<file path="src/hdl/rmst_pkg.sv">
package rmst_pkg;

    localparam int MAX_ELEMENTS = 1024;
    localparam int VALUE_WIDTH  = 32;
    localparam int IDX_W        = $clog2(MAX_ELEMENTS);
    localparam int CNT_W        = IDX_W + 1;
    localparam int LEVELS       = IDX_W + 1;
    localparam int LVL_W        = $clog2(LEVELS);
    localparam int TBL_DEPTH    = LEVELS * MAX_ELEMENTS;
    localparam int CFG_W        = CNT_W;

    typedef enum logic [1:0] {
        OP_LOAD  = 2'd0,
        OP_BUILD = 2'd1,
        OP_QUERY = 2'd2
    } op_t;

    typedef enum logic {
        REG_ELEMENT_COUNT = 1'b0,
        REG_FIND_MAX      = 1'b1
    } reg_idx_t;

    typedef struct packed {
        logic [1:0]                    opcode;
        logic [9:0]                    position;
        logic signed [VALUE_WIDTH-1:0] element_value;
        logic [9:0]                    range_left;
        logic [9:0]                    range_right;
    } in_word_t;

    typedef struct packed {
        logic [9:0]                    best_index;
        logic signed [VALUE_WIDTH-1:0] best_value;
        logic                          table_ready;
    } out_word_t;

    typedef struct packed {
        op_t                           op;
        logic [IDX_W-1:0]              pos;
        logic signed [VALUE_WIDTH-1:0] value;
        logic [IDX_W-1:0]              col_a;
        logic [IDX_W-1:0]              col_b;
        logic [LVL_W-1:0]              lvl;
    } cmd_t;

    typedef struct packed {
        logic [CNT_W-1:0] count;
        logic             find_max;
    } cfg_t;

    typedef enum logic [2:0] {
        ST_IDLE,
        ST_B0,
        ST_B_IDX,
        ST_B_VAL,
        ST_B_CMP,
        ST_Q_IDX,
        ST_Q_VAL,
        ST_Q_CMP
    } state_t;

    function automatic logic [CNT_W-1:0] live_count(input logic [CNT_W-1:0] cnt);
        logic [CNT_W-1:0] n;
        n = cnt;
        if (cnt == '0) begin
            n = CNT_W'(1);
        end else if (cnt > CNT_W'(MAX_ELEMENTS)) begin
            n = CNT_W'(MAX_ELEMENTS);
        end
        return n;
    endfunction

    function automatic logic [LVL_W-1:0] floor_log2(input logic [CNT_W-1:0] v);
        logic [LVL_W-1:0] r;
        r = '0;
        for (int i = 0; i < CNT_W; i++) begin
            if (v[i]) begin
                r = LVL_W'(i);
            end
        end
        return r;
    endfunction

endpackage

</file>
<file path="src/hdl/rmst_front.sv">
module rmst_front import rmst_pkg::*; (
    input  logic       aclk,
    input  logic       aresetn,
    input  logic       s_valid,
    output logic       s_ready,
    input  in_word_t   s_word,
    input  cfg_t       cfg,
    output logic       q_valid,
    output cmd_t       q_cmd,
    input  logic       q_pop
);

    logic [CNT_W-1:0] n;
    logic [IDX_W-1:0] nm1, lo, hi;
    logic [CNT_W-1:0] len;
    logic [LVL_W-1:0] lvl;
    logic [CNT_W-1:0] start_b;
    cmd_t             cmd;
    logic             keep;
    logic             push;

    cmd_t       fifo_reg [2];
    logic       wr_ptr_reg, rd_ptr_reg;
    logic [1:0] count_reg, count_next;

    // classify: order and clamp the bounds, pick the level
    always_comb begin
        n   = live_count(cfg.count);
        nm1 = IDX_W'(n - CNT_W'(1));
        if (s_word.range_left > s_word.range_right) begin
            lo = s_word.range_right;
            hi = s_word.range_left;
        end else begin
            lo = s_word.range_left;
            hi = s_word.range_right;
        end
        if (hi > nm1) begin
            hi = nm1;
        end
        if (lo > nm1) begin
            lo = nm1;
        end
        len     = {1'b0, hi} - {1'b0, lo} + CNT_W'(1);
        lvl     = floor_log2(len);
        start_b = {1'b0, hi} + CNT_W'(1) - (CNT_W'(1) << lvl);

        cmd       = '0;
        cmd.pos   = s_word.position;
        cmd.value = s_word.element_value;
        cmd.col_a = lo;
        cmd.col_b = IDX_W'(start_b);
        cmd.lvl   = lvl;
        keep      = 1'b1;
        unique case (s_word.opcode)
            OP_LOAD:  cmd.op = OP_LOAD;
            OP_BUILD: cmd.op = OP_BUILD;
            OP_QUERY: cmd.op = OP_QUERY;
            default:  keep   = 1'b0;
        endcase
    end

    assign s_ready = (count_reg != 2'd2);
    assign push    = s_valid && s_ready && keep;
    assign q_valid = (count_reg != 2'd0);
    assign q_cmd   = fifo_reg[rd_ptr_reg];

    always_comb begin
        count_next = count_reg + 2'(push) - 2'(q_pop);
    end

    always_ff @(posedge aclk) begin
        if (!aresetn) begin
            wr_ptr_reg <= 1'b0;
            rd_ptr_reg <= 1'b0;
            count_reg  <= 2'd0;
        end else begin
            if (push) begin
                wr_ptr_reg <= ~wr_ptr_reg;
            end
            if (q_pop) begin
                rd_ptr_reg <= ~rd_ptr_reg;
            end
            count_reg <= count_next;
        end
    end

    always_ff @(posedge aclk) begin
        if (push) begin
            fifo_reg[wr_ptr_reg] <= cmd;
        end
    end

endmodule

</file>
<file path="config.mk">
export PLATFORM = sky130hd
export DESIGN_NAME = rmst_front
export DESIGN_NICKNAME = d
export VERILOG_FILES = /design/src/hdl/rmst_pkg.sv /design/src/hdl/rmst_front.sv
export SDC_FILE = /design/constraint.sdc
export NUM_CORES = 1
export LEC_CHECK = 0
export BUFFER_PORTS_ARGS = -buffer_cell sky130_fd_sc_hd__buf_2
export CORE_ASPECT_RATIO = 0.9
export CORE_MARGIN = 2
export CORE_UTILIZATION = 58
export CTS_BUF_LIST = sky130_fd_sc_hd__clkbuf_8
export CTS_CLUSTER_DIAMETER = 30
export DETAILED_ROUTE_END_ITERATION = 6
export PLACE_DENSITY_LB_ADDON = 0.15
export SYNTH_ARGS = -nofsm -noshare
export SYNTH_HDL_FRONTEND = slang
export SYNTH_SLANG_ARGS = --single-unit
</file>
<file path="constraint.sdc">
create_clock -name aclk -period 14.1 [get_ports aclk]
set_input_delay 2.82 -clock aclk [delete_from_list [all_inputs] [get_ports aclk]]
set_output_delay 2.82 -clock aclk [all_outputs]
set_load 0.005 [all_outputs]
</file>
==> results of run 1 <==
## logic make-up after synthesis
| kind of cell | Yosys count |
|---|---|
| AOI/OAI and AO/OA | 112 |
| DFF | 141 |
| and+or+nand+nor | 130 |
| buffers and inverters | 54 |
| muxes | 94 |
| xor gates and xnor gates | 18 |
| adders and majority gates | 68 |
## per-layer routing
layer	global-route usage [%]	up-vias	share of wire (%)
li1	-	2632	-
met2	37.3	147	48
met5	0	-	0
met1	30.0	2598	46
met4	6.23	0	1.2
met3	5.00	18	5.5
## through the flow
stage | setup WS (ns) | total power, W | instance area [µm²] | util [%] | hold WS [ns]
final | 1.41 | 0.00138 | 9150 | 68.7 | 0.577
after global routing | 0.656 | 0.00149 | 9150 | 68.7 | 0.617
after CTS | 1.59 | 0.00139 | 9150 | 68.7 | 0.582
after detailed placement | 1.17 | 0.00110 | 8780 | 66.0 | 0.565
after global placement | 1.30 | 0.00108 | 8780 | 66.0 | 0.561
after floorplan | 2.49 | 0.000957 | 7870 | - | 0.541
## critical path: cells and delay by family
kind,cells,cell delay [ns]
buf+inv,4,0.43
fa+ha+maj,9,2.67
xor+xnor,4,1.26
simple gates,8,2.20
compound gates,18,3.49
## where the power goes
group	internal (W)	leakage [nW]	switching [W]
Clock	0.000128	0.183	0.000165
Sequential	0.000551	1.30	0.0000131
Combinational	0.000238	2.27	0.000289
## layout make-up
type / instances / share of cell area (%)
clock inverter: 15 / 1.46
sequential: 141 / 45.7
clock buffer: 17 / 2.56
timing repair buffer: 153 / 8.51
multi-input combinational: 422 / 37.9
inverter: 38 / 1.56
tap: 168 / 2.30
## how the worst max path moves through the flow
stage | from | endpoint | slack, ns | depth (start not counted)
after floorplan | cfg[5] | fifo_reg[0][13] | 2.49 | 48
after global placement | cfg[5] | fifo_reg[0][13] | 1.30 | 43
after detailed placement | cfg[5] | fifo_reg[0][13] | 1.17 | 43
after CTS | cfg[5] | fifo_reg[0][13] | 1.59 | 43
after global routing | cfg[5] | fifo_reg[1][13] | 0.66 | 45
final | cfg[5] | fifo_reg[1][13] | 1.41 | 43
## cells in the final DEF, fill, tap and decap left out, types with 13 or more instances in the layout
cell type,n
a21oi_1,32
edfxtp_1,136
inv_1,39
mux2i_1,16
o21ai_0,28
mux2_2,75
nor2b_1,13
nor2_1,27
ha_1,62
nand2_1,36
buf_2,148
clkbuf_8,17
==> flow_summary.ini, run 1 <==
[clock_tree]
clock_sinks = 141
cts_setup_buffers = 0
cts-buffers-inserted = 17
path_clk_slew_ns = 0.09
cts_tree = yes
clock_path_buffers = 2
clock_latency_ns = 0.45
postCtsHoldBufs = 0
cts_root_buf = clkbuf_8
htreeDepth = 4
cts_resized = 0

[die]
fp.dieW_um = 127
die_h_um = 115
die-area_mm2 = 0.0145
core_area_mm2 = 0.0133
start_util_pct = 59.1
ios = 150
row_count = 40

[job]
cap_violations = 0

[yosys]
synthCells = 617
synth_enable_flop_cells = 136
synth-compound-area-share_pct = 9.22
synth_top_area_share_pct = 51.9
yosys_warnings = 0
synthSimpleGateAreaFrac_pct = 8.27
synthTopCellsByCount = edfxtp_1 (136), mux2_2 (75), ha_1 (62)
syn_area_per_cell_um2 = 12.8
yosys-top-cells-area = edfxtp_1 (52%), mux2_2 (11%), ha_1 (9.9%)
synth_nets = 761
ys_seq_area_share_pct = 53.2
netlist-cell-type-count = 65
synth_xor_area_share_pct = 2.18
ys_ff_latch = 141
synthAdderAreaFrac_pct = 10.9
syn_area_mm2 = 0.00787
yosysMostFrequentCell = edfxtp_1
ys.flop_type = edfxtp_1
synth_top_family_by_area = multiplexers
synthMuxAreaShare_pct = 13.3
async_flop_share_pct = 0
yosysTopAreaCell = edfxtp_1

[critical_path]
critPathMaxFanout = 13
reg2reg_slack_ns = 11.65
arrival_ns = 12.89
r2r_start = count_reg[0]
worstRegToRegCells = 6
path_class = in2reg
slowest_delay_ns = 0.55
cp_slowest_cell = xnor2_1
timing.rr.end = fifo_reg[1][30]
end_kind = flip-flop
start_kind = primary input
worstPathRequired_ns = 14.30

[global_route]
grt_pass1_wl_um = 25600
grt_pass1_vias = 5379
grt_use_total_pct = 22.4
antenna_found_initial = 0
grt_start_max_net_pins = 69
gr-total-overflow = 0

[routing]
drt_iter0_markers = 334
via_per_inst = 5.66
wl_um = 15700
via_count = 5395
route.detailed.drc = 0
dr.pass1.iters = 5
ant_nets = 0
avgRoutedWirePerCell_um = 16.5

[timing]
finalHoldViolations = 0
final.period_utilization_pct = 90.0
finalSetupViolations = 0
report.final.slew_viol_count = 0
finClkSkew_ns = 0.0153
max_freq_mhz = 78.8
slew_headroom_pct = 32.8
rsz0062_at_grt = no
period_minus_slack_ns = 12.69
worstMarginPinSlew_ns = 1.01
fin_tns_setup_ns = 0

[finish]
area_delta_synth_final_pct = 16.2
nFillCells = 995
multi_input_area_mm2 = 0.00346
drive_gt1_share_pct = 35.1
fin_nets = 917
final_cells = 954
largest_reg_flops = 136
seq_area_mm2 = 0.00419
antenna_cells = 0

[hold_path]
min-delay-start = rd_ptr_reg
hp-class = reg2reg
hold_path_depth = 2

[run_status]
status = finished clean

[pwr]
peakVddDrop_v = 0.000152
leakagePower_nw = 3.75
p_per_area_mw_per_mm2 = 151

[placed_design]
dp_hpwl_um = 11700
routabilityCongestion = 0.862
io_buffer_count = 148
dp.cells = 922
Power figures use the tool's default switching activity.
==> inputs of run 2 (changes only) <==
--- a/config.mk
+++ b/config.mk
@@ -5,7 +5,7 @@
 export SDC_FILE = /design/constraint.sdc
 export NUM_CORES = 1
 export LEC_CHECK = 0
-export BUFFER_PORTS_ARGS = -buffer_cell sky130_fd_sc_hd__buf_2
+export BUFFER_PORTS_ARGS = -buffer_cell sky130_fd_sc_hd__buf_4
 export CORE_ASPECT_RATIO = 0.9
 export CORE_MARGIN = 2
 export CORE_UTILIZATION = 58
==> run 2 against run 1 <==
Net effect: final area up 4.4%; flip-flop and latch count unchanged; cell count shrank 0.21%; sequential share of layout area shrank 1.9 points; count of clock-buffer cells in the layout is the same; critical path depth is the same; clock power grew 10%; combinational power increased by 5.3%; total power increased by 4.4%; die area unchanged; global-route usage down 0.42 points; clock skew hardly changed; largest power group unchanged.
==> flow_summary.ini, run 2 (same netlist as run 1, synthesis figures left out) <==
[run_status]
status = finished clean

[clock_tree]
htreeDepth = 4
clock_path_buffers = 2
cts-buffers-inserted = 17
postCtsHoldBufs = 0
clock_latency_ns = 0.44
cts_resized = 0
path_clk_slew_ns = 0.07
clock_sinks = 141
cts_tree = yes
cts_setup_buffers = 0
cts_root_buf = clkbuf_8

[timing]
report.final.slew_viol_count = 0
finClkSkew_ns = 0.0156
finalWorstSetupSlack_ns = 1.45
rsz0062_at_grt = no
slew_headroom_pct = 32.0
final.period_utilization_pct = 89.7
max_freq_mhz = 79.0
finalSetupViolations = 0
worstMarginPinSlew_ns = 1.02
period_minus_slack_ns = 12.65
fin_tns_setup_ns = 0
finalHoldViolations = 0
timing.hold.ws_ns = 0.600

[finish]
nFillCells = 937
antenna_cells = 0
layout_common_cells = buf_4 (152), edfxtp_1 (136), mux2_2 (75)
largest_reg_flops = 136
fin_nets = 916
seq_area_mm2 = 0.00419
final_common_cell = buf_4
multi_input_area_mm2 = 0.00346
area_delta_synth_final_pct = 21.3
drive_gt1_share_pct = 34.8
design_area_mm2 = 0.00955
finish.utilization_pct = 71.7

[placed_design]
pre_cts_slack_ns = 1.15
placed_area_mm2 = 0.00914
dp_hpwl_um = 12000
io_buffer_count = 148
routabilityCongestion = 0.868

[critical_path]
cp_slowest_cell = or4_1
worstPathRequired_ns = 14.28
critPathMaxFanout = 13
start_kind = primary input
arrival_ns = 12.83
slowest_delay_ns = 0.54
path_class = in2reg
end_kind = flip-flop

[die]
row_count = 40
die_h_um = 115
start_util_pct = 59.1
die-area_mm2 = 0.0145
core_area_mm2 = 0.0133
ios = 150
fp.dieW_um = 127

[global_route]
grt_pass1_vias = 5199
antenna_found_initial = 0
gr-total-overflow = 0
grt_start_max_net_pins = 46
grt_pass1_wl_um = 24900
grt_use_total_pct = 22.0

[pwr]
p_per_area_mw_per_mm2 = 151
peakVddDrop_v = 0.000107
leakagePower_nw = 3.90

[routing]
avgRoutedWirePerCell_um = 16.8
route.detailed.drc = 0
drt_iter0_markers = 355
via_per_inst = 5.70
dr.pass1.iters = 5
wl_um = 16000
via_count = 5424
ant_nets = 0

[hold_path]
hp-class = reg2reg

[job]
cap_violations = 0
==> run 2: cell types whose count changed in the layout (fill, tap and decap cells not counted) <==
cell | before | now
clkinv_8 | 1 | 0
clkinv_4 | 2 | 4
inv_6 | 4 | 2
inv_8 | 3 | 0
buf_2 | 148 | 0
inv_1 | 39 | 40
buf_4 | 5 | 152
clkinvlp_4 | 3 | 2
bufinv_16 | 0 | 3
==> run 2: per-stage QoR <==
step,std cells,total power [W]
final,952,0.00144
after global routing,952,0.00153
after CTS,952,0.00145
after detailed placement,921,0.00113
after global placement,921,0.00110
after floorplan,617,0.000957
==> run 2: routing by layer <==
layer  global-route usage, %  part of all wire [%]  up-vias
met5                       0                     0        -
met4                    7.62                   1.4        0
met3                    4.25                   5.5       19
met2                    37.2                    48      156
met1                    28.8                    45     2623
li1                        -                     -     2626
==> run 2: cell type report <==
| type | count | share of cell area [%] |
|---|---|---|
| clock buffers | 17 | 2.45 |
| clock inverters | 14 | 1.78 |
| inverters | 38 | 1.49 |
| multi-input cells | 422 | 36.3 |
| flip-flops and latches | 141 | 43.8 |
| well taps | 168 | 2.20 |
| repair buffers | 152 | 12.0 |
==> run 2: worst max-delay path: cells and delay by family <==
kind / cells / cell delay, ns
AO/OA/AOI/OAI: 18 / 3.45
AND/OR/NAND/NOR: 8 / 2.22
XOR/XNOR: 4 / 1.23
adder cells (fa/ha/maj): 9 / 2.69
buffers and inverters: 4 / 0.42
==> run 2: final timing paths <==
| path | start | end | slack [ns] | depth (start not counted) |
|---|---|---|---|---|
| max reg2reg | count_reg[0] | fifo_reg[1][27] | 11.66 | 6 |
| max | cfg[5] | fifo_reg[1][13] | 1.45 | 43 |
| min | rd_ptr_reg | rd_ptr_reg | 0.60 | 2 |
| min reg2reg | rd_ptr_reg | rd_ptr_reg | 0.60 | 2 |
==> run 2: report_power, final <==
part | internal (W) | switching, W | leakage, nW
Sequential | 0.000552 | 0.0000159 | 1.30
Combinational | 0.000264 | 0.000290 | 2.40
Clock | 0.000174 | 0.000148 | 0.205
==> inputs of run 3 (changes only) <==
--- a/config.mk
+++ b/config.mk
@@ -12,6 +12,7 @@
 export CTS_BUF_LIST = sky130_fd_sc_hd__clkbuf_8
 export CTS_CLUSTER_DIAMETER = 30
 export DETAILED_ROUTE_END_ITERATION = 6
+export GPL_TIMING_DRIVEN = 0
 export PLACE_DENSITY_LB_ADDON = 0.15
 export SYNTH_ARGS = -nofsm -noshare
 export SYNTH_HDL_FRONTEND = slang
==> run 3 against run 2 <==
Net effect: core utilization increased by 0.33 points; clock power decreased by 11%; sequential share of layout area decreased by 0.21 points; first-iteration DRC count decreased by 5.1%; critical endpoint is now fifo_reg[0][13]; largest cell class unchanged; highest routed layer unchanged.
==> flow_summary.ini, run 3 (same netlist as run 1, synthesis figures left out) <==
[die]
die_h_um = 115
ios = 150
fp.dieW_um = 127
core_area_mm2 = 0.0133
die-area_mm2 = 0.0145
start_util_pct = 59.1
row_count = 40

[finish]
antenna_cells = 0
drive_gt1_share_pct = 34.1
finish.utilization_pct = 72.0
fin_nets = 929
final_common_cell = buf_4
area_delta_synth_final_pct = 21.9
seq_area_mm2 = 0.00418
layout_common_cells = buf_4 (148), edfxtp_1 (136), mux2_2 (75)
nFillCells = 918
multi_input_area_mm2 = 0.00347
largest_reg_flops = 136

[critical_path]
path_class = in2reg
cpMostUsedCell = ha_1
cpLargestDelayFamily = compound AO/OA/AOI/OAI gates
cp.buffers_inverters = 7
critPathMaxFanout = 10
r2r_start = count_reg[0]
end_kind = flip-flop
worstPathRequired_ns = 14.29
cp_slowest_cell = or4_1
arrival_ns = 13.08
setup.worst_path.start = cfg[5]
slowest_delay_ns = 0.55
start_kind = primary input

[routing]
via_per_inst = 5.70
wl_um = 16400
via_count = 5507
ant_nets = 0
route.detailed.drc = 0
drt_iter0_markers = 337
avgRoutedWirePerCell_um = 17.0
dr.pass1.iters = 4

[clock_tree]
path_clk_slew_ns = 0.07
cts-buffers-inserted = 17
cts_root_buf = clkbuf_8
clock_sinks = 141
postCtsHoldBufs = 0
clock_latency_ns = 0.45
cts_tree = yes
cts_setup_buffers = 0
htreeDepth = 4
clock_path_buffers = 2
cts_resized = 0

[hold_path]
hp-class = reg2reg
min-delay-start = rd_ptr_reg

[timing]
final.period_utilization_pct = 91.4
finalHoldViolations = 0
report.final.slew_viol_count = 0
finalSetupViolations = 0
worstMarginPinSlew_ns = 0.922
slew_headroom_pct = 38.6
period_minus_slack_ns = 12.89
finClkSkew_ns = 0.00772
max_freq_mhz = 77.6
rsz0062_at_grt = no
fin_tns_setup_ns = 0

[pwr]
p_per_area_mw_per_mm2 = 149
leakagePower_nw = 3.89
peakVddDrop_v = 0.0000995

[global_route]
grt_use_total_pct = 23.1
grt_pass1_vias = 5466
grt_pass1_wl_um = 26100
gr-total-overflow = 0
antenna_found_initial = 0
grt_start_max_net_pins = 69

[run_status]
status = finished clean

[job]
cap_violations = 0

[placed_design]
routabilityCongestion = 0.894
dp_hpwl_um = 12400
io_buffer_count = 147
-- run 3: cell count changes in the layout (fill, tap and decap cells not counted), sizes merged --
| cell | change |
|---|---|
| buf | +4 |
| clkinvlp | +3 |
| inv | -1 |
| bufinv | -2 |
| clkinv | +1 |
| clkbuf | +9 |
-- run 3: where the power goes --
group,total [W],switching (W),internal (W)
Sequential,0.000565,0.0000139,0.000551
Combinational,0.000573,0.000301,0.000273
Clock,0.000286,0.000149,0.000137
-- run 3: stage by stage --
stage	instance area (µm²)	hold slack [ns]	total power, W	worst slack (ns)	instances
after floorplan	7870	0.541	0.000957	2.49	617
after global placement	9190	0.556	0.00112	1.18	932
after detailed placement	9240	0.584	0.00114	0.968	934
after CTS	9590	0.590	0.00143	1.38	966
after global routing	9590	0.626	0.00152	0.431	966
final	9590	0.590	0.00142	1.21	966
-- run 3: final timing paths --
path              slack, ns  depth (start not counted)              end
setup / recovery       1.21                         47  fifo_reg[0][13]
hold reg to reg        0.59                          2        flip-flop
hold / removal         0.59                          2        flip-flop
setup reg to reg      12.18                          5  fifo_reg[1][35]
-- run 3: worst register-to-register path: cells and delay by family, from the launching register on --
family        cells  cell delay [ns]
flops             1             0.33
buf+inv           2             0.18
simple gates      3             1.02
-- run 3: metal layers --
| layer | vias up | share of wire, % | track usage (%) |
|---|---|---|---|
| li1 | 2658 | - | - |
| met1 | 2646 | 44 | 29.3 |
| met2 | 176 | 48 | 39.4 |
| met3 | 27 | 5.8 | 4.95 |
| met4 | 0 | 2.1 | 8.57 |
| met5 | - | 0 | 0 |
-- run 3: final cells by class --
cell class                      count  area share [%]
Clock inverter                     15            1.28
Tap cell                          168            2.19
Clock buffer                       17            2.44
Buffer                             16           0.926
Sequential cell                   141            43.6
Multi-Input combinational cell    422            36.1
Inverter                           38            1.49
Timing Repair Buffer              149            11.9
